<file path="config.mk">
export PLATFORM = sky130hd
export DESIGN_NAME = nm3_div
export DESIGN_NICKNAME = d
export VERILOG_FILES = /design/src/hdl/nm3_pkg.sv /design/src/hdl/nm3_div.sv
export SDC_FILE = /design/constraint.sdc
export NUM_CORES = 1
export LEC_CHECK = 0
export ABC_CLOCK_PERIOD_IN_PS = 8400
export BUFFER_PORTS_ARGS = -buffer_cell sky130_fd_sc_hd__buf_4
export CAP_MARGIN = 20
export CORE_AREA = 2 2 101 103
export DETAILED_ROUTE_END_ITERATION = 8
export DIE_AREA = 0 0 103 105
export MAX_ROUTING_LAYER = met4
export PLACE_DENSITY = 0.61
export SLEW_MARGIN = 5
export SYNTH_ARGS = -nofsm -noshare
export SYNTH_HDL_FRONTEND = slang
export SYNTH_SLANG_ARGS = --single-unit
</file>
<file path="constraint.sdc">
create_clock -name clk -period 8.4 [get_ports clk]
set_input_delay 0.42 -clock clk [delete_from_list [all_inputs] [get_ports clk]]
set_output_delay 0.42 -clock clk [all_outputs]
set_load 0.02 [all_outputs]
</file>
<file path="src/hdl/nm3_pkg.sv">
// Shared constants, types and helpers of the 3x3 neighbourhood mean block.
package nm3_pkg;

  localparam int MAX_COLS   = 1024;
  localparam int MAX_ROWS   = 1024;
  localparam int VALUE_BITS = 16;

  localparam int DIM_BITS       = 11;
  localparam int POS_BITS       = 10;
  localparam int MEAN_BITS      = 24;
  localparam int CFG_INDEX_BITS = 1;

  localparam int COL_BITS     = (MAX_COLS > 1) ? $clog2(MAX_COLS) : 1;
  localparam int ROW_CNT_BITS = $clog2(MAX_ROWS + 2);

  localparam int CNT_BITS  = 4;
  localparam int DVS_BITS  = CNT_BITS + 1;
  localparam int SUM_BITS  = VALUE_BITS + 4;
  localparam int MAG_BITS  = VALUE_BITS + 3;
  localparam int FRAC_BITS = 8;
  localparam int NUM_BITS  = MAG_BITS + FRAC_BITS + 1;
  localparam int DIGITS    = (NUM_BITS + 3) / 4;
  localparam int NUM_PAD   = DIGITS * 4;
  localparam int STEP_BITS = (DIGITS > 1) ? $clog2(DIGITS) : 1;

  localparam logic CMD_PIXEL = 1'b0;
  localparam logic CMD_DRAIN = 1'b1;

  localparam logic [CFG_INDEX_BITS-1:0] REG_GRID_ROWS = 1'b0;
  localparam logic [CFG_INDEX_BITS-1:0] REG_GRID_COLS = 1'b1;

  typedef logic signed [VALUE_BITS-1:0] pix_t;

  typedef enum logic [2:0] {
    ST_IDLE,
    ST_READ,
    ST_SUM,
    ST_DIV,
    ST_HOLD
  } state_t;

  typedef struct packed {
    logic signed [SUM_BITS-1:0] sum;
    logic [CNT_BITS-1:0]        count;
  } div_req_t;

  function automatic logic [DIM_BITS-1:0] clamp_dim(input logic [DIM_BITS-1:0] v,
                                                    input logic [DIM_BITS-1:0] maxv);
    logic [DIM_BITS-1:0] res;
    if (v == '0) begin
      res = DIM_BITS'(1);
    end else if (v > maxv) begin
      res = maxv;
    end else begin
      res = v;
    end
    return res;
  endfunction

endpackage

</file>
<file path="src/hdl/nm3_div.sv">
// Radix-16 restoring divider that turns a window sum and cell count into a rounded mean.
module nm3_div
  import nm3_pkg::*;
(
  input  logic                        clk,
  input  logic                        rst_n,
  input  logic                        start,
  input  div_req_t                    req,
  output logic                        done,
  output logic signed [MEAN_BITS-1:0] mean
);

  localparam int T_BITS = DVS_BITS + 4;

  logic                 busy_r, busy_nxt;
  logic                 done_r, done_nxt;
  logic [STEP_BITS-1:0] step_r, step_nxt;
  logic [DVS_BITS-1:0]  rem_r, rem_nxt;
  logic [DVS_BITS-1:0]  dvs_r, dvs_nxt;
  logic [NUM_PAD-1:0]   num_r, num_nxt;
  logic [MEAN_BITS-1:0] quo_r, quo_nxt;
  logic                 neg_r, neg_nxt;

  logic                 start_neg;
  logic [SUM_BITS-1:0]  abs_sum;
  logic [NUM_BITS-1:0]  start_num;
  logic [T_BITS-1:0]    part;
  logic [3:0]           qd;

  always_comb begin
    start_neg = req.sum[SUM_BITS-1];
    abs_sum   = start_neg ? (~req.sum + 1'b1) : req.sum;
    start_num = {abs_sum[MAG_BITS-1:0], {(FRAC_BITS + 1 - CNT_BITS){1'b0}}, req.count};
  end

  always_comb begin
    part = {rem_r, num_r[NUM_PAD-1 -: 4]};
    qd   = '0;
    for (int b = 3; b >= 0; b--) begin
      if (part >= (T_BITS'(dvs_r) << b)) begin
        part  = part - (T_BITS'(dvs_r) << b);
        qd[b] = 1'b1;
      end
    end
  end

  always_comb begin
    busy_nxt = busy_r;
    done_nxt = 1'b0;
    step_nxt = step_r;
    rem_nxt  = rem_r;
    dvs_nxt  = dvs_r;
    num_nxt  = num_r;
    quo_nxt  = quo_r;
    neg_nxt  = neg_r;
    if (start) begin
      busy_nxt = 1'b1;
      step_nxt = '0;
      rem_nxt  = '0;
      dvs_nxt  = {req.count, 1'b0};
      num_nxt  = NUM_PAD'(start_num);
      quo_nxt  = '0;
      neg_nxt  = start_neg;
    end else if (busy_r) begin
      rem_nxt  = part[DVS_BITS-1:0];
      num_nxt  = {num_r[NUM_PAD-5:0], 4'b0000};
      quo_nxt  = {quo_r[MEAN_BITS-5:0], qd};
      step_nxt = step_r + 1'b1;
      if (step_r == STEP_BITS'(DIGITS - 1)) begin
        busy_nxt = 1'b0;
        done_nxt = 1'b1;
      end
    end
  end

  always_ff @(posedge clk) begin
    if (!rst_n) begin
      busy_r <= 1'b0;
      done_r <= 1'b0;
    end else begin
      busy_r <= busy_nxt;
      done_r <= done_nxt;
    end
  end

  always_ff @(posedge clk) begin
    step_r <= step_nxt;
    rem_r  <= rem_nxt;
    dvs_r  <= dvs_nxt;
    num_r  <= num_nxt;
    quo_r  <= quo_nxt;
    neg_r  <= neg_nxt;
  end

  assign done = done_r;
  assign mean = neg_r ? $signed(~quo_r + 1'b1) : $signed(quo_r);

endmodule

</file>
==> metrics.cfg <==
[synth]
netlist.area_leader.share_pct=19.7
synth-seq-area-share_pct=38.0
synth_top_area_cell=edfxtp_1
yosysMostFrequentCell=nor2_1
synth_area_mm2=0.00427
postSynth.asyncResetShare_pct=0
avgSynthCellArea_um2=9.59
synth_cell_types=53
synth_commonest_cells=nor2_1, nand2_1, dfxtp_1
synth_fp_nets=496
synthTopCellsByArea=edfxtp_1, dfxtp_1, xnor2_1
yosys_warnings=0
syn_inst=445
synth_seq_cells=67
synth_edf_count=28
ys.flop_type=dfxtp_1

[clock_tree]
cts_setup_buffers=0
ctsLongestPathBuffers=2
hold_buffers=0
cts.root.buffer_cell=clkbuf_8
cts_sinks=67
numCtsBuffers=9
cts-resized-gates=0
clk_latency_ps=340
clkSlewWorstSetupHoldPaths_ps=70
htreeDepth=3
cts_tree=yes

[timing]
tns_ps=0
fmax_ghz=0.139
setup_violations=0
finalCriticalPeriod_ps=7180
max_slew_margin_pct=52.1
tightest_slew_ps=719
rsz0062_at_grt=false
finalCritPeriodShare_pct=85.4
drv_slew=0
skew_ps=8.40
final-hold-violation-count=0

[placed_design]
post-dp-hpwl_um=6550
portBuffers=51
place_congestion=0.875

[pwr]
netSwitchingPower_uw=694
swShare_pct=42.3
p_clk_share_pct=14.5
power_density_mw_per_mm2=334
total_power_mw=1.64
p_comb_share_pct=60.7
p_leak_nw=2.02
intPower_uw=945
seqPwrFrac_pct=24.8
vdd_drop_max_mv=0.144

[global_routing]
grt.overflow.total=0
grt_pass1_vias=3146
grt_pass1_wl_um=15200
grt_use_total_pct=18.2
grt_antenna_before_repair=0
grt_max_degree=74

[worst_setup_path]
cp-end-kind=register
r2r_end=rem_r[4]
slowest_delay_ps=470
rrSetupSlack_ps=1220
cpMaxStageDelayCell=nor4_2
cp-start-kind=register
arrival_ps=7430
r2r-start=dvs_r[2]
crit_top_cell=ha_1
r2r_cells=30
crit_type=register to register
crit_required_ps=8650
cp_max_fo=7

[route]
drt_pass1_iterations=4
wl_per_cell_um=14.3
drt_iter0_drc=98
ant_nets=0
drc=0
drt_wl_total_um=8950
vias=3296
vias_per_cell=5.27

[layout]
n_fill_cell=913
drive_above_1_share_pct=16.8
antenna_cells=0
nets=539
syn2layout_area_growth_pct=15.2
seq_area_mm2=0.00162
final_util_pct=51.0
multi_input_area_mm2=0.00249

[floorplanning]
fp.dieW_um=103
ios=52
core-area_mm2=0.00964
rows=36
initial_core_util_pct=44.3
fp.dieH_um=105
die-area_mm2=0.0108

[outcome]
status=finished clean

[hold_path]
whs_path_depth=1
holdPathEnd=dvs_r[4]
min_from=req[3]
hold_class=input pin to register

[job]
maxCapViolations=0

worst max-delay path, delay by kind of cell (launching register included):
family / cells / cell delay (ps)
multiplexers: 3 / 980
AO/OA/AOI/OAI: 10 / 1970
AND/OR/NAND/NOR: 12 / 2160
flip-flops: 1 / 460
adder cells (fa/ha/maj): 4 / 1230
buffers and inverters: 1 / 270
metal layers:
layer / GRT usage [%] / vias to the layer above / wire length [um]
li1: - / 1673 / -
met1: 25.1 / 1558 / 4360
met2: 26.2 / 50 / 4120
met3: 4.08 / 15 / 299
met4: 6.67 / 0 / 161
met5: - / - / 0
power by group through the flow:
stage          clock, mW  sequential [mW]  combinational (mW)
5_1_grt            0.259            0.412                1.10
3_5_place_dp           0            0.414               0.995
3_3_place_gp           0            0.414               0.987
6_report           0.238            0.406               0.996
4_1_cts            0.246            0.407               0.998
2_1_floorplan          0            0.398               0.794
layout make-up:
cell class                      count  share of cell area (%)
Clock buffer                       12                    2.95
Inverter                           18                    1.37
Multi-Input combinational cell    339                    50.6
Timing Repair Buffer               53                    8.10
Sequential cell                    67                    33.0
Tap cell                          133                    3.39
Clock inverter                      4                   0.560
metrics by stage:
stage	setup slack (ps)	instances	hold WS [ps]	area, um^2
final	1220	626	273	4910
after global routing	534	626	250	4910
after CTS	1260	626	257	4910
after detailed placement	1290	610	474	4740
after global placement	1510	610	468	4740
after floorplan	2040	445	449	4270
cells by family after synthesis:
group                    after synthesis  synth area share, %
AND/OR/NAND/NOR                      147                 17.2
XOR/XNOR                              48                 9.85
multiplexers                          38                 9.35
adder cells (fa/ha/maj)               24                 7.74
AO/OA/AOI/OAI                         82                 14.1
buffers and inverters                 39                 3.69
flip-flops                            67                 38.0
registers in the layout, summed over array words and instances, names as in the netlist:
signal,flops
num_r,28
quo_r,24
rem_r,5
dvs_r,4
step_r,3
busy_r,1
done,1
neg_r,1
layout by cell type, fill, tap and decap left out, types with 15 or more instances in the layout:
cell type,count
ha_1,20
nand2_1,41
mux2i_1,32
nor2_1,46
edfxtp_1,28
buf_4,53
xnor2_1,37
o21ai_0,25
inv_1,18
a22o_1,15
dfxtp_1,38
worst max path at each step:
stage                  start  endpoint  slack [ps]  cells past startpoint
floorplan           dvs_r[2]  rem_r[2]        2040                     30
global placement    dvs_r[2]  rem_r[2]        1510                     30
detailed placement  dvs_r[2]  rem_r[4]        1290                     30
CTS                 dvs_r[2]  rem_r[4]        1260                     30
global route        dvs_r[2]  rem_r[4]         530                     30
finish              dvs_r[2]  rem_r[4]        1220                     30
Note: power is estimated with default switching activity, not from simulation.
